[src/hdl/vaf_pkg.sv]
// ----------------------------------------------------------------------------
// vaf_pkg
// Shared types and constants for the VLAN-tagged ARP reply filter.
// ----------------------------------------------------------------------------
package vaf_pkg;

  // frame layout
  localparam int unsigned POS_W = 6;
  localparam logic [POS_W-1:0] FRAME_LEN    = 6'd46;
  localparam logic [POS_W-1:0] POS_DMAC     = 6'd0;
  localparam logic [POS_W-1:0] POS_TYPE     = 6'd12;
  localparam logic [POS_W-1:0] POS_TAG      = 6'd14;
  localparam logic [POS_W-1:0] POS_INNER    = 6'd16;
  localparam logic [POS_W-1:0] POS_OPCODE   = 6'd24;
  localparam logic [POS_W-1:0] POS_SMAC     = 6'd26;
  localparam logic [POS_W-1:0] POS_SPA      = 6'd32;
  localparam logic [POS_W-1:0] POS_TPA      = 6'd42;

  // protocol values
  localparam logic [15:0] TYPE_VLAN = 16'h8100;
  localparam logic [15:0] TYPE_ARP  = 16'h0806;
  localparam logic [15:0] OP_REPLY  = 16'd2;

  // config register indexes
  typedef enum logic [1:0] {
    CFG_LOCAL_MAC = 2'd0,
    CFG_LOCAL_IP  = 2'd1,
    CFG_VLAN_ID   = 2'd2,
    CFG_PEER_IP   = 2'd3
  } cfg_idx_t;

  typedef struct packed {
    logic [7:0] rx_byte;
    logic       frame_end;
  } in_item_t;

  typedef struct packed {
    logic        frame_matched;
    logic        frame_short;
    logic [47:0] peer_mac;
  } out_item_t;

  typedef struct packed {
    logic [47:0] local_mac;
    logic [31:0] local_ip;
    logic [11:0] vlan_id;
    logic [31:0] peer_ip;
  } cfg_t;

endpackage

[src/hdl/vaf_cfg_regs.sv]
// ----------------------------------------------------------------------------
// vaf_cfg_regs
// Configuration registers: local MAC, local IP, VLAN id and peer IP.
// ----------------------------------------------------------------------------
module vaf_cfg_regs import vaf_pkg::*; (
  input  logic        clk,
  input  logic        rst_n,
  input  logic        wr_en,
  input  cfg_idx_t    wr_index,
  input  logic [47:0] wr_data,
  output cfg_t        cfg
);

  cfg_t cfg_r;
  cfg_t cfg_nxt;

  // decode the write
  always_comb begin
    cfg_nxt = cfg_r;
    if (wr_en) begin
      case (wr_index)
        CFG_LOCAL_MAC: cfg_nxt.local_mac = wr_data;
        CFG_LOCAL_IP:  cfg_nxt.local_ip  = wr_data[31:0];
        CFG_VLAN_ID:   cfg_nxt.vlan_id   = wr_data[11:0];
        CFG_PEER_IP:   cfg_nxt.peer_ip   = wr_data[31:0];
        default:       cfg_nxt = cfg_r;
      endcase
    end
  end

  always_ff @(posedge clk) begin
    if (!rst_n) begin
      cfg_r <= '0;
    end else begin
      cfg_r <= cfg_nxt;
    end
  end

  assign cfg = cfg_r;

endmodule

[src/hdl/vaf_frame_check.sv]
// ----------------------------------------------------------------------------
// vaf_frame_check
// Per-frame state: byte position, running field check and sender MAC
// capture. Produces the verdict for the byte currently presented.
// ----------------------------------------------------------------------------
module vaf_frame_check import vaf_pkg::*; (
  input  logic      clk,
  input  logic      rst_n,
  input  cfg_t      cfg,
  input  in_item_t  item,
  input  logic      consume,
  output out_item_t result
);

  logic [POS_W-1:0] pos_r;
  logic [POS_W-1:0] pos_nxt;
  logic             ok_r;
  logic             ok_nxt;
  logic [47:0]      mac_r;
  logic [47:0]      mac_nxt;

  logic [POS_W-1:0] pos_step;
  logic             ok_step;
  logic [47:0]      mac_step;
  logic             chk;
  logic [7:0]       exp_byte;
  logic [7:0]       exp_mask;
  logic             in_range;
  logic             frame_short;

  assign in_range = (pos_r < FRAME_LEN);

  // expected value of the byte at the current offset
  always_comb begin
    chk      = 1'b0;
    exp_byte = 8'h00;
    exp_mask = 8'hFF;
    case (pos_r)
      POS_DMAC:              begin chk = 1'b1; exp_byte = cfg.local_mac[47:40]; end
      POS_DMAC + 6'd1:       begin chk = 1'b1; exp_byte = cfg.local_mac[39:32]; end
      POS_DMAC + 6'd2:       begin chk = 1'b1; exp_byte = cfg.local_mac[31:24]; end
      POS_DMAC + 6'd3:       begin chk = 1'b1; exp_byte = cfg.local_mac[23:16]; end
      POS_DMAC + 6'd4:       begin chk = 1'b1; exp_byte = cfg.local_mac[15:8];  end
      POS_DMAC + 6'd5:       begin chk = 1'b1; exp_byte = cfg.local_mac[7:0];   end
      POS_TYPE:              begin chk = 1'b1; exp_byte = TYPE_VLAN[15:8];      end
      POS_TYPE + 6'd1:       begin chk = 1'b1; exp_byte = TYPE_VLAN[7:0];       end
      POS_TAG: begin
        // priority and drop-eligible bits are ignored
        chk      = 1'b1;
        exp_byte = {4'h0, cfg.vlan_id[11:8]};
        exp_mask = 8'h0F;
      end
      POS_TAG + 6'd1:        begin chk = 1'b1; exp_byte = cfg.vlan_id[7:0];     end
      POS_INNER:             begin chk = 1'b1; exp_byte = TYPE_ARP[15:8];       end
      POS_INNER + 6'd1:      begin chk = 1'b1; exp_byte = TYPE_ARP[7:0];        end
      POS_OPCODE:            begin chk = 1'b1; exp_byte = OP_REPLY[15:8];       end
      POS_OPCODE + 6'd1:     begin chk = 1'b1; exp_byte = OP_REPLY[7:0];        end
      POS_SPA:               begin chk = 1'b1; exp_byte = cfg.peer_ip[31:24];   end
      POS_SPA + 6'd1:        begin chk = 1'b1; exp_byte = cfg.peer_ip[23:16];   end
      POS_SPA + 6'd2:        begin chk = 1'b1; exp_byte = cfg.peer_ip[15:8];    end
      POS_SPA + 6'd3:        begin chk = 1'b1; exp_byte = cfg.peer_ip[7:0];     end
      POS_TPA:               begin chk = 1'b1; exp_byte = cfg.local_ip[31:24];  end
      POS_TPA + 6'd1:        begin chk = 1'b1; exp_byte = cfg.local_ip[23:16];  end
      POS_TPA + 6'd2:        begin chk = 1'b1; exp_byte = cfg.local_ip[15:8];   end
      POS_TPA + 6'd3:        begin chk = 1'b1; exp_byte = cfg.local_ip[7:0];    end
      default: begin
        chk      = 1'b0;
        exp_byte = 8'h00;
        exp_mask = 8'hFF;
      end
    endcase
  end

  // sender MAC capture
  always_comb begin
    mac_step = mac_r;
    case (pos_r)
      POS_SMAC:          mac_step[47:40] = item.rx_byte;
      POS_SMAC + 6'd1:   mac_step[39:32] = item.rx_byte;
      POS_SMAC + 6'd2:   mac_step[31:24] = item.rx_byte;
      POS_SMAC + 6'd3:   mac_step[23:16] = item.rx_byte;
      POS_SMAC + 6'd4:   mac_step[15:8]  = item.rx_byte;
      POS_SMAC + 6'd5:   mac_step[7:0]   = item.rx_byte;
      default:           mac_step        = mac_r;
    endcase
  end

  // state after this byte, position saturates at the frame length
  assign pos_step = in_range ? pos_r + 6'd1 : pos_r;
  assign ok_step  = ok_r & (!chk || ((item.rx_byte & exp_mask) == exp_byte));

  // verdict, used only on the last byte
  assign frame_short          = (pos_step < FRAME_LEN);
  assign result.frame_matched = ok_step & !frame_short;
  assign result.frame_short   = frame_short;
  assign result.peer_mac      = mac_step;

  // advance or clear the frame state
  always_comb begin
    pos_nxt = pos_r;
    ok_nxt  = ok_r;
    mac_nxt = mac_r;
    if (consume) begin
      if (item.frame_end) begin
        pos_nxt = '0;
        ok_nxt  = 1'b1;
        mac_nxt = '0;
      end else begin
        pos_nxt = pos_step;
        ok_nxt  = ok_step;
        mac_nxt = mac_step;
      end
    end
  end

  always_ff @(posedge clk) begin
    if (!rst_n) begin
      pos_r <= '0;
      ok_r  <= 1'b1;
      mac_r <= '0;
    end else begin
      pos_r <= pos_nxt;
      ok_r  <= ok_nxt;
      mac_r <= mac_nxt;
    end
  end

  // position never runs past the checked header
  a_pos_sat: assert property (@(posedge clk) disable iff (!rst_n)
    pos_r <= FRAME_LEN)
    else $error("byte position past frame length");

  // a consumed last byte leaves a fresh frame state
  a_clear: assert property (@(posedge clk) disable iff (!rst_n)
    consume && item.frame_end |=> pos_r == '0 && ok_r && mac_r == '0)
    else $error("frame state not cleared after last byte");

endmodule

[src/hdl/vlan_arp_reply_filter_core.sv]
// ----------------------------------------------------------------------------
// vlan_arp_reply_filter_core
// Byte-serial filter that recognizes a VLAN-tagged ARP reply to our request.
// ----------------------------------------------------------------------------
// Frame bytes enter in wire order, one item per cycle while in_ready is high,
// with frame_end on the last byte. Each byte is registered, compared against
// the field expected at its offset (destination MAC, 0x8100 tag type, VLAN
// id, ARP type, reply opcode, sender and target IP) and folded into the
// per-frame state; the sender MAC at offsets 26..31 is captured. The last
// byte of a frame yields one result item: frame_matched, frame_short (fewer
// than 46 bytes) and the captured peer_mac. Sustained rate is one byte per
// cycle while pending results are taken, set by the single compare per byte.
// Configuration registers are to be written through cfg_* while no frame is
// in flight, which the block does not enforce, and take effect at once.
module vlan_arp_reply_filter_core import vaf_pkg::*; (
  input  logic        clk,
  input  logic        rst_n,
  input  logic        in_valid,
  output logic        in_ready,
  input  in_item_t    in_data,
  output logic        out_valid,
  input  logic        out_ready,
  output out_item_t   out_data,
  input  logic        cfg_valid,
  output logic        cfg_ready,
  input  cfg_idx_t    cfg_index,
  input  logic [47:0] cfg_data
);

  cfg_t      cfg;
  in_item_t  s_item_r;
  logic      s_valid_r;
  logic      s_valid_nxt;
  out_item_t result;
  out_item_t out_data_r;
  logic      out_valid_r;
  logic      out_valid_nxt;
  logic      out_free;
  logic      s_fire;
  logic      in_fire;

  assign cfg_ready = 1'b1;

  vaf_cfg_regs u_cfg (
    .clk      (clk),
    .rst_n    (rst_n),
    .wr_en    (cfg_valid & cfg_ready),
    .wr_index (cfg_index),
    .wr_data  (cfg_data),
    .cfg      (cfg)
  );

  // handshake: middle bytes always drain, last bytes need a free result slot
  assign out_free = !out_valid_r || out_ready;
  assign s_fire   = s_valid_r && (!s_item_r.frame_end || out_free);
  assign in_ready = !s_valid_r || s_fire;
  assign in_fire  = in_valid && in_ready;

  vaf_frame_check u_check (
    .clk     (clk),
    .rst_n   (rst_n),
    .cfg     (cfg),
    .item    (s_item_r),
    .consume (s_fire),
    .result  (result)
  );

  // input stage
  assign s_valid_nxt = in_fire ? 1'b1 : (s_fire ? 1'b0 : s_valid_r);

  always_ff @(posedge clk) begin
    if (!rst_n) begin
      s_valid_r <= 1'b0;
    end else begin
      s_valid_r <= s_valid_nxt;
    end
  end

  always_ff @(posedge clk) begin
    if (in_fire) begin
      s_item_r <= in_data;
    end
  end

  // result register
  always_comb begin
    out_valid_nxt = out_valid_r;
    if (out_valid_r && out_ready) begin
      out_valid_nxt = 1'b0;
    end
    if (s_fire && s_item_r.frame_end) begin
      out_valid_nxt = 1'b1;
    end
  end

  always_ff @(posedge clk) begin
    if (!rst_n) begin
      out_valid_r <= 1'b0;
    end else begin
      out_valid_r <= out_valid_nxt;
    end
  end

  always_ff @(posedge clk) begin
    if (s_fire && s_item_r.frame_end) begin
      out_data_r <= result;
    end
  end

  assign out_valid = out_valid_r;
  assign out_data  = out_data_r;

  // a short frame never matches
  a_short_no_match: assert property (@(posedge clk) disable iff (!rst_n)
    out_valid_r |-> !(out_data_r.frame_matched && out_data_r.frame_short))
    else $error("short frame reported as matched");

  // a held byte in the input stage is neither lost nor overwritten
  a_stage_hold: assert property (@(posedge clk) disable iff (!rst_n)
    s_valid_r && !s_fire |=> s_valid_r && $stable(s_item_r))
    else $error("input stage overwritten while stalled");

  // a pending result is never overwritten by the next frame verdict
  a_no_overrun: assert property (@(posedge clk) disable iff (!rst_n)
    out_valid_r && !out_ready |-> !(s_fire && s_item_r.frame_end))
    else $error("result overwritten before taken");

endmodule

[config.mk]
export PLATFORM = sky130hd
export DESIGN_NAME = vlan_arp_reply_filter_core
export DESIGN_NICKNAME = d
export VERILOG_FILES = /design/src/hdl/vaf_pkg.sv /design/src/hdl/vaf_cfg_regs.sv /design/src/hdl/vaf_frame_check.sv /design/src/hdl/vlan_arp_reply_filter_core.sv
export SDC_FILE = /design/constraint.sdc
export NUM_CORES = 1
export LEC_CHECK = 0
export ABC_CLOCK_PERIOD_IN_PS = 3100
export BUFFER_PORTS_ARGS = -buffer_cell sky130_fd_sc_hd__buf_2
export CORE_AREA = 2 2 191 118
export CTS_CLUSTER_SIZE = 20
export DETAILED_ROUTE_END_ITERATION = 6
export DIE_AREA = 0 0 193 120
export GPL_TIMING_DRIVEN = 0
export PLACE_DENSITY = 0.67
export SLEW_MARGIN = 20
export SYNTH_ARGS = -nofsm -noshare
export SYNTH_HDL_FRONTEND = slang
export SYNTH_SLANG_ARGS = --single-unit
[constraint.sdc]
create_clock -name clk -period 3.1 [get_ports clk]
set_clock_uncertainty 0.2 [all_clocks]
set_input_delay 0.155 -clock clk [delete_from_list [all_inputs] [get_ports clk]]
set_output_delay 0.155 -clock clk [all_outputs]
set_load 0.01 [all_outputs]
# == Word level (Yosys, flattened, before mapping) ==
# Cells that the tools add are included.
# word_totals
register_bits,240
in_bits,64
out_inout_bits,53
elab_cells,90
# classes
add_sub_neg,1
n_lt_le_gt_ge,2
n_eq_ne,31
n_mux,17
n_bitwise,3
reduce_logical,22
# op_table
op,count
one-hot mux 8 bit (20 select lines),1
"equality test 6 x 5 -> 1 bit, second input constant",10
2-to-1 mux 8 bit,7
"equality test 6 bit, second input constant",8
2-to-1 mux 48 bit,1
"equality test 6 x 4 -> 1 bit, second input constant",4
OR reduction 22 bit,1
"equality test 6 x 2 -> 1 bit, second input constant",2
"equality test 6 x 3 -> 1 bit, second input constant",2
"less-than comparator 6 bit, second input constant",2
2-to-1 mux 6 bit,2
bitwise AND 8 bit,1
equality test 8 bit,1
AND reduction 2 bit,4
"adder 6 x 1 -> 6 bit, second input constant",1
"equality test 6 x 1 -> 1 bit, second input constant",1
zero test 6 bit,1
2-to-1 mux 1 bit,6
zero test 1 bit,5
"equality test 2 bit, second input constant",2
logical AND 1 bit,4
logical OR 1 bit,4
nonzero test 2 bit,2
bitwise AND 1 bit,2
2 further kinds,2

# == Logic depth before layout (Yosys ltp) ==
# Gate-level depths: netlist of run 1.
# logic_depth
word_depth,7
ltp_mapped,12
depth_no_buf,9

# == Modules after synthesis ==
# A second synthesis of run 1 with hierarchy kept.
# hier_totals
cells_unflattened,1007
area_unflattened_um2,10577.6
# modules_own_cells
module,n_inst,cells_each,area_each_um2,seq_area_each_um2
vaf_cfg_regs,1,456,4565.6,2482.4
vaf_frame_check,1,478,4111.4,1101.1
vlan_arp_reply_filter_core,1,73,1900.6,1811.7

# == Worst setup path before layout of run 1 ==
# Ideal clock, no wire load.
# synth_path
path_kind,reg-to-reg
from,reg u_check.pos_r[0]
to,"reg out_data_r, in the netlist out_data[49] (data pin)"
setup_ps,170
arrival_time_ps,2246
setup_slack_ps,484
path_stages_with_launch,11
n_path_buf,1
period_less_slack_ps,2616
cell_sequence,dfxtp_1 inv_1 ha_1 and3b_4 and2_4 buf_6 a211oi_2 nand4_1 or3_1 a221o_1 o32ai_2
# synth_lines
element,line,rtl
"start, declared",vaf_frame_check.sv:15,logic [POS_W-1:0] pos_r;
"start signal, assigned",vaf_frame_check.sv:122,pos_r <= pos_nxt;
"end signal, assigned",vlan_arp_reply_filter_core.sv:106,out_data_r <= result;
"end, declared",vlan_arp_reply_filter_core.sv:35,out_item_t out_data_r;

==> results of run 1 <==
## worst max-delay path, stage by stage (launching register included)
cell,delay (ns)
dfxtp_4,0.40
inv_2,0.06
ha_2,0.20
and3b_4,0.19
and2_4,0.15
buf_6,0.14
a211oi_4,0.31
nand4_1,0.31
or3_1,0.39
a221o_1,0.40
o32ai_2,0.25
## area by class of cell
cell class / count / area, um2 / area share (%)
Sequential cell: 240 / 5400 / 41.2
Multi-Input combinational cell: 768 / 4870 / 37.1
Timing Repair Buffer: 183 / 1260 / 9.60
Clock buffer: 24 / 568 / 4.33
Buffer: 86 / 418 / 3.19
Tap cell: 286 / 358 / 2.73
Clock inverter: 16 / 194 / 1.48
Inverter: 11 / 41.3 / 0.315
## worst paths after layout
| check | start | endpoint | slack [ns] | depth (start not counted) |
|---|---|---|---|---|
| setup / recovery | u_check.pos_r[0]$_SDFFE_PN0P_ | out_data[49]$_DFFE_PP_ | -0.07 | 10 |
| setup reg to reg | u_check.pos_r[0]$_SDFFE_PN0P_ | out_data[49]$_DFFE_PP_ | -0.07 | 10 |
| hold / removal | in_data[7] | s_item_r[7]$_DFFE_PP_ | 0.13 | 2 |
| hold reg to reg | u_cfg.cfg[87]$_SDFFE_PN0P_ | u_cfg.cfg[87]$_SDFFE_PN0P_ | 0.27 | 2 |
## per-layer routing
layer | share of wire (%) | GRT usage, % | vias to the layer above | wire length, um
met5 | 0 | 0 | - | 0
met3 | 12 | 8.72 | 44 | 4490
li1 | - | - | 4333 | -
met2 | 38 | 41.3 | 508 | 13700
met4 | 1.6 | 5.30 | 0 | 582
met1 | 48 | 51.0 | 4530 | 17700
## cell families after synthesis
kind of cell | Yosys count | share of synthesized area [%]
AO/OA/AOI/OAI | 282 | 20.3
XOR/XNOR | 5 | 0.413
adder cells (fa/ha/maj) | 4 | 0.472
buffers and inverters | 97 | 3.90
flip-flops | 240 | 50.9
multiplexers | 54 | 5.68
other | 1 | 0.0354
AND/OR/NAND/NOR | 422 | 18.3
## repair_timing
item                                   in CTS  in global routing
hold buffers                               63                  0
gates resized for setup                    24                 14
endpoints found under the hold margin     135                  0
pin swaps                                   9                  7
setup endpoints to repair                  75                  4
setup buffers                               0                  5
## metrics by stage
step | cell area (um2) | hold WS, ns | utilization (%)
finish | 13100 | 0.127 | 60.8
detailed placement | 11500 | 0.135 | 53.6
global placement | 11500 | 0.133 | 53.5
floorplan | 10600 | 0.0539 | -
CTS | 13000 | 0.127 | 60.4
global route | 13100 | 0.127 | 60.8
## cell usage in the layout (no fill, tap or decap), drive strengths merged, types with 4 or more instances in the layout
cell type | Yosys | routed
mux2i | 5 | 5
nand3 | 20 | 20
a22oi | 67 | 67
nor4 | 5 | 5
a221oi | 5 | 5
a21oi | 9 | 9
nand4 | 7 | 7
edfxtp | 59 | 59
clkinv | 0 | 9
bufinv | 0 | 4
clkbuf | 65 | 87
xnor2 | 4 | 4
ha | 4 | 4
inv | 11 | 12
nor2 | 12 | 12
o21ai | 9 | 9
nor3 | 4 | 4
o211ai | 4 | 4
dlygate4sd3 | 0 | 63
a22o | 7 | 7
nor2b | 57 | 57
a32oi | 9 | 9
a31oi | 8 | 8
dfxtp | 181 | 181
and2 | 6 | 6
nand2 | 275 | 275
a21boi | 126 | 126
and3 | 14 | 14
buf | 21 | 143
mux2 | 49 | 49
## sequential cells by signal (all words and copies together), names as in the netlist
register       count
s_item_r           9
u_check.ok_r       1
u_cfg.cfg        124
out_valid          1
s_valid_r          1
u_check.pos_r      6
out_data          50
u_check.mac_r     48
## report_power, final
group,internal (uW),total (uW),switching [uW]
sequential,3260,3340,80.9
clock,1670,2930,1260
combinational,191,454,264
total,5120,6720,1600
==> flow_summary.json, run 1 <==
{
  "status": "complete, but fails checks",
  "violations": "negative setup slack",
  "nFillCells": 1881,
  "finalSetupViolations": 2,
  "synth.area.top_cells": "dfxtp_1 (34%), edfxtp_1 (17%), nand2_1 (9.7%)",
  "antenna_found_initial": 0,
  "htreeDepth": 1,
  "clkLatencyLatePin_ns": 0.54,
  "dp.cells": 1506,
  "synth_nets": 1173,
  "num_antenna_cells": 0,
  "yosysSeqAreaShare_pct": 50.9,
  "fin_crit_sh_pct": 102,
  "async_flop_share_pct": 0,
  "synthDistinctLibCells": 73,
  "boundaryPins": 117,
  "cts_tree": "built",
  "synth_top_area_share_pct": 34.2,
  "critPathMaxFanout": 7,
  "stdcell_count": 1614,
  "syn_area_um2": 10600,
  "ys_ff_latch": 240,
  "drt_iter0_drc": 1065,
  "tightestPinTransition_ns": 0.820,
  "dr.pass1.iters": 7,
  "pre_cts_ws_ns": -0.496,
  "setup-tns-final_ns": -0.110,
  "cts.sinks": 240,
  "route.detailed.drc": 0,
  "rsz0062_at_grt": "yes",
  "hpwl_mm": 26.3,
  "crit_arrival_ns": 3.32,
  "gp_congestion": 1.00,
  "wl_mm": 36.5,
  "synth_edf_count": 59,
  "hold_violations": 0,
  "finalCriticalPeriod_ns": 3.17,
  "grt_first_pass_wirelength_mm": 54.1,
  "dieWidth_um": 193,
  "ir_drop_mv": 0.431,
  "drive_above_1_share_pct": 19.0,
  "start_kind": "flop",
  "layout.nets": 1380,
  "row_count": 42,
  "portBuffers": 114,
  "grt_max_degree": 34,
  "p_leak_uw": 0.00490,
  "clockRootBuffer": "clkbuf_16",
  "synthFlopType": "dfxtp_1",
  "end_kind": "flop",
  "cts_made_buffers": 22,
  "start_util_pct": 49.2,
  "vias": 9415,
  "syn_inst": 1105,
  "clock.fmax_ghz": 0.315,
  "groute.usage.overall_pct": 31.6,
  "yosysWarnings": 0,
  "yosysTopAreaCell": "dfxtp_1",
  "die_h_um": 120,
  "grt_pass1_vias": 8682,
  "clk_pin_slew_ns": 0.07,
  "cts_buffer_depth": 3,
  "setup_slack_ns": -0.0743,
  "max-cap-violations": 0,
  "area_growth_pct": 23.7,
  "drv_slew": 0,
  "yosysMostFrequentCell": "nand2_1",
  "grt_overflow": 0,
  "cp_data_required_time_ns": 3.25,
  "core-area_um2": 21500,
  "relSlewSlack_pct": 45.4,
  "dieArea_um2": 23200,
  "path_class": "flop to flop",
  "worst_hold_path_type": "input port to flop",
  "wl_per_cell_um": 22.6,
  "ant_nets": 0,
  "p_per_area_nw_per_um2": 513,
  "avgSynthCellArea_um2": 9.59,
  "synth_top_cells_by_count": "nand2_1 (275), dfxtp_1 (181), a21boi_0 (126)",
  "finalPower_uw": 6720,
  "via_per_inst": 5.83
}
Note: power is estimated with default switching activity, not from simulation.
==> run 2, diff against run 1 <==
--- a/config.mk
+++ b/config.mk
@@ -5,14 +5,16 @@
 export SDC_FILE = /design/constraint.sdc
 export NUM_CORES = 1
 export LEC_CHECK = 0
+export ABC_AREA = 1
 export ABC_CLOCK_PERIOD_IN_PS = 3100
 export BUFFER_PORTS_ARGS = -buffer_cell sky130_fd_sc_hd__buf_2
-export CORE_AREA = 2 2 191 118
+export CORE_AREA = 2 2 219 135
 export CTS_CLUSTER_SIZE = 20
 export DETAILED_ROUTE_END_ITERATION = 6
-export DIE_AREA = 0 0 193 120
+export DIE_AREA = 0 0 221 137
 export GPL_TIMING_DRIVEN = 0
-export PLACE_DENSITY = 0.67
+export PLACE_DENSITY = 0.52
+export SETUP_SLACK_MARGIN = 0.02
 export SLEW_MARGIN = 20
 export SYNTH_ARGS = -nofsm -noshare
 export SYNTH_HDL_FRONTEND = slang
==> run 2 against run 1 <==
The run now ends clean. Fmax up 8.4%. Synthesized cell count up 21%. Die area up 31%. First-iteration DRC count down 0.47%. Critical path type unchanged. Sequential power about the same. Routed wire length up 6.1%. Sequential share of layout area up 0.93 points. Flip-flop and latch count unchanged. Register-to-register slack better by 0.25 ns. Highest routed layer is now met5. Design area down 2.3%. Area after synthesis down 2.8%.
==> flow_summary.json, run 2 <==
{
  "grt_overflow": 0,
  "area_growth_pct": 24.3,
  "cp_data_required_time_ns": 3.19,
  "synth_top_cells_by_count": "nand2_1 (269), nor2_1 (224), dfxtp_1 (181)",
  "synthDistinctLibCells": 32,
  "setup_slack_ns": 0.172,
  "hold_violations": 0,
  "start_kind": "flop",
  "syn_inst": 1337,
  "intPower_uw": 5010,
  "largest_register_ffs": 124,
  "swShare_pct": 25.6,
  "async_flop_share_pct": 0,
  "end_kind": "flop",
  "drv_slew": 0,
  "dr.pass1.iters": 5,
  "pre_cts_ws_ns": 0.0568,
  "clockRootBuffer": "clkbuf_16",
  "drive_above_1_share_pct": 13.4,
  "grt_max_degree": 28,
  "synth.area.top_cells": "dfxtp_1 (35%), edfxtp_1 (17%), nand2_1 (9.8%)",
  "max-cap-violations": 0,
  "finalCriticalPeriod_ns": 2.93,
  "p_per_area_nw_per_um2": 526,
  "row_count": 48,
  "setup-tns-final_ns": 0,
  "ant_nets": 0,
  "grt_pass1_vias": 9266,
  "vias": 10016,
  "p_leak_uw": 0.00529,
  "path_class": "flop to flop",
  "wl_per_cell_um": 20.0,
  "dp.cells": 1827,
  "portBuffers": 114,
  "synthFlopType": "dfxtp_1",
  "cts.sinks": 240,
  "htreeDepth": 1,
  "routed.top_layer": "met5",
  "place_area_um2": 11400,
  "syn_area_um2": 10300,
  "clk_pin_slew_ns": 0.06,
  "drt_iter0_drc": 1060,
  "p_seq_share_pct": 49.7,
  "dieArea_um2": 30300,
  "cts_made_buffers": 24,
  "nFillCells": 2826,
  "m1WireLength_mm": 19.2,
  "r2r_slack_ns": 0.17,
  "post-route-cell-area_um2": 12800,
  "fin_crit_sh_pct": 94.5,
  "tightestPinTransition_ns": 0.929,
  "yosysSeqAreaShare_pct": 52.4,
  "critPathMaxFanout": 7,
  "core-area_um2": 28300,
  "synth_edf_count": 59,
  "stdcell_count": 1937,
  "clkLatencyLatePin_ns": 0.55,
  "start_util_pct": 36.4,
  "yosysMostFrequentCell": "nand2_1",
  "dr_wl_met2_mm": 14.3,
  "final_cell_mix": "nand2_1 (269), nor2_1 (221), dfxtp_1 (180)",
  "grt_first_pass_wirelength_mm": 57.1,
  "synth_nets": 1405,
  "num_antenna_cells": 0,
  "ys_ff_latch": 240,
  "worst_hold_path_type": "input port to flop",
  "final_common_cell": "nand2_1",
  "combPwrFrac_pct": 7.9,
  "crit_arrival_ns": 3.02,
  "die_h_um": 137,
  "yosysTopAreaCell": "dfxtp_1",
  "cts_buffer_depth": 3,
  "clock.fmax_ghz": 0.342,
  "gp_congestion": 0.900,
  "boundaryPins": 117,
  "groute.usage.overall_pct": 25.3,
  "p_clk_share_pct": 42.5,
  "ir_drop_mv": 0.306,
  "antenna_found_initial": 4,
  "hpwl_mm": 28.1,
  "finalSetupViolations": 0,
  "avgSynthCellArea_um2": 7.70,
  "dieWidth_um": 221,
  "synth_top_area_share_pct": 35.2,
  "power.switching_uw": 1730,
  "rsz0062_at_grt": "no",
  "yosysWarnings": 0,
  "via_per_inst": 5.17,
  "relSlewSlack_pct": 37.9,
  "route.detailed.drc": 0,
  "wl_met3_mm": 4.53,
  "status": "finished, final reports clean",
  "layout.nets": 1612,
  "cts_tree": "built",
  "wl_mm": 38.7
}
## run 2: cell count changes in the layout (fill, tap and decap cells not counted), moves of 34 or more
cell	before	now
a21boi_0	126	0
a21oi_1	9	122
a22oi_1	67	0
inv_1	8	83
mux2_2	49	0
nand3_1	20	54
nand4_1	7	50
nor2_1	11	221
nor2b_1	57	0
o21ai_0	9	155
## run 2: layout make-up
type	count	area [um2]	share of cell area [%]
flip-flops and latches	240	5400	42.1
multi-input cells	927	4220	33.0
repair buffers	182	1260	9.85
clock buffers	26	618	4.83
well taps	375	469	3.66
plain buffers	78	358	2.79
inverters	91	342	2.67
clock inverters	18	140	1.09
## run 2: what timing repair did
item,CTS,global route
setup buffers,0,0
hold buffers,67,0
setup endpoints to repair,0,2
endpoints found under the hold margin,139,0
gates resized for setup,0,10
## run 2: kinds of logic (layout without fill, tap and decap cells)
kind of cell,after synthesis,count (layout),synth area share (%)
buffers and inverters,170,395,6.79
xor gates and xnor gates,2,2,0.170
DFF,240,240,52.4
and+or+nand+nor,627,627,25.7
AOI/OAI and AO/OA,293,293,14.4
other,1,1,0.0364
adders and majority gates,4,4,0.486
## run 2: stage by stage
stage          hold slack, ns  utilization, %  power [uW]
6_report                0.113            45.3        6740
5_1_grt                 0.109            45.3        6970
3_3_place_gp            0.136            40.1        3850
4_1_cts                0.0721            45.2        6780
3_5_place_dp            0.136            40.2        3860
2_1_floorplan          0.0539               -        3630
## run 2: path summary, 6_finish.rpt
| check | to | start | depth (start not counted) |
|---|---|---|---|
| setup reg to reg | out_data[49]$_DFFE_PP_ | u_check.pos_r[1]$_SDFFE_PN0P_ | 17 |
| setup / recovery | out_data[49]$_DFFE_PP_ | u_check.pos_r[1]$_SDFFE_PN0P_ | 17 |
| hold / removal | u_check.pos_r[1]$_SDFFE_PN0P_ | rst_n | 3 |
| hold reg to reg | u_cfg.cfg[11]$_SDFFE_PN0P_ | u_cfg.cfg[11]$_SDFFE_PN0P_ | 2 |
## run 2: power by group through the flow
stage | registers (uW) | clock network, uW | logic (uW)
floorplan | 3400 | 0 | 233
global placement | 3420 | 0 | 439
detailed placement | 3410 | 0 | 445
CTS | 3350 | 2920 | 511
global route | 3360 | 3040 | 578
finish | 3350 | 2860 | 529
## run 2: critical path, cell delays in order (launching register included)
cell,delay (ns)
dfxtp_2,0.36
inv_1,0.11
ha_1,0.37
inv_1,0.17
nor2_4,0.31
nand3_1,0.13
nand2_1,0.21
nor2_1,0.11
nand2_1,0.11
nor2_1,0.05
nand2_1,0.06
nand2_1,0.06
nand2_1,0.12
nor2_1,0.05
nand3_1,0.07
nand2_1,0.06
nand2_1,0.09
nor2_1,0.04
## run 2: layer usage
layer / GRT usage (%) / vias up
met5: 2.58 / -
met4: 4.14 / 4
met3: 8.69 / 54
met2: 33.3 / 412
met1: 39.0 / 4698
li1: - / 4848
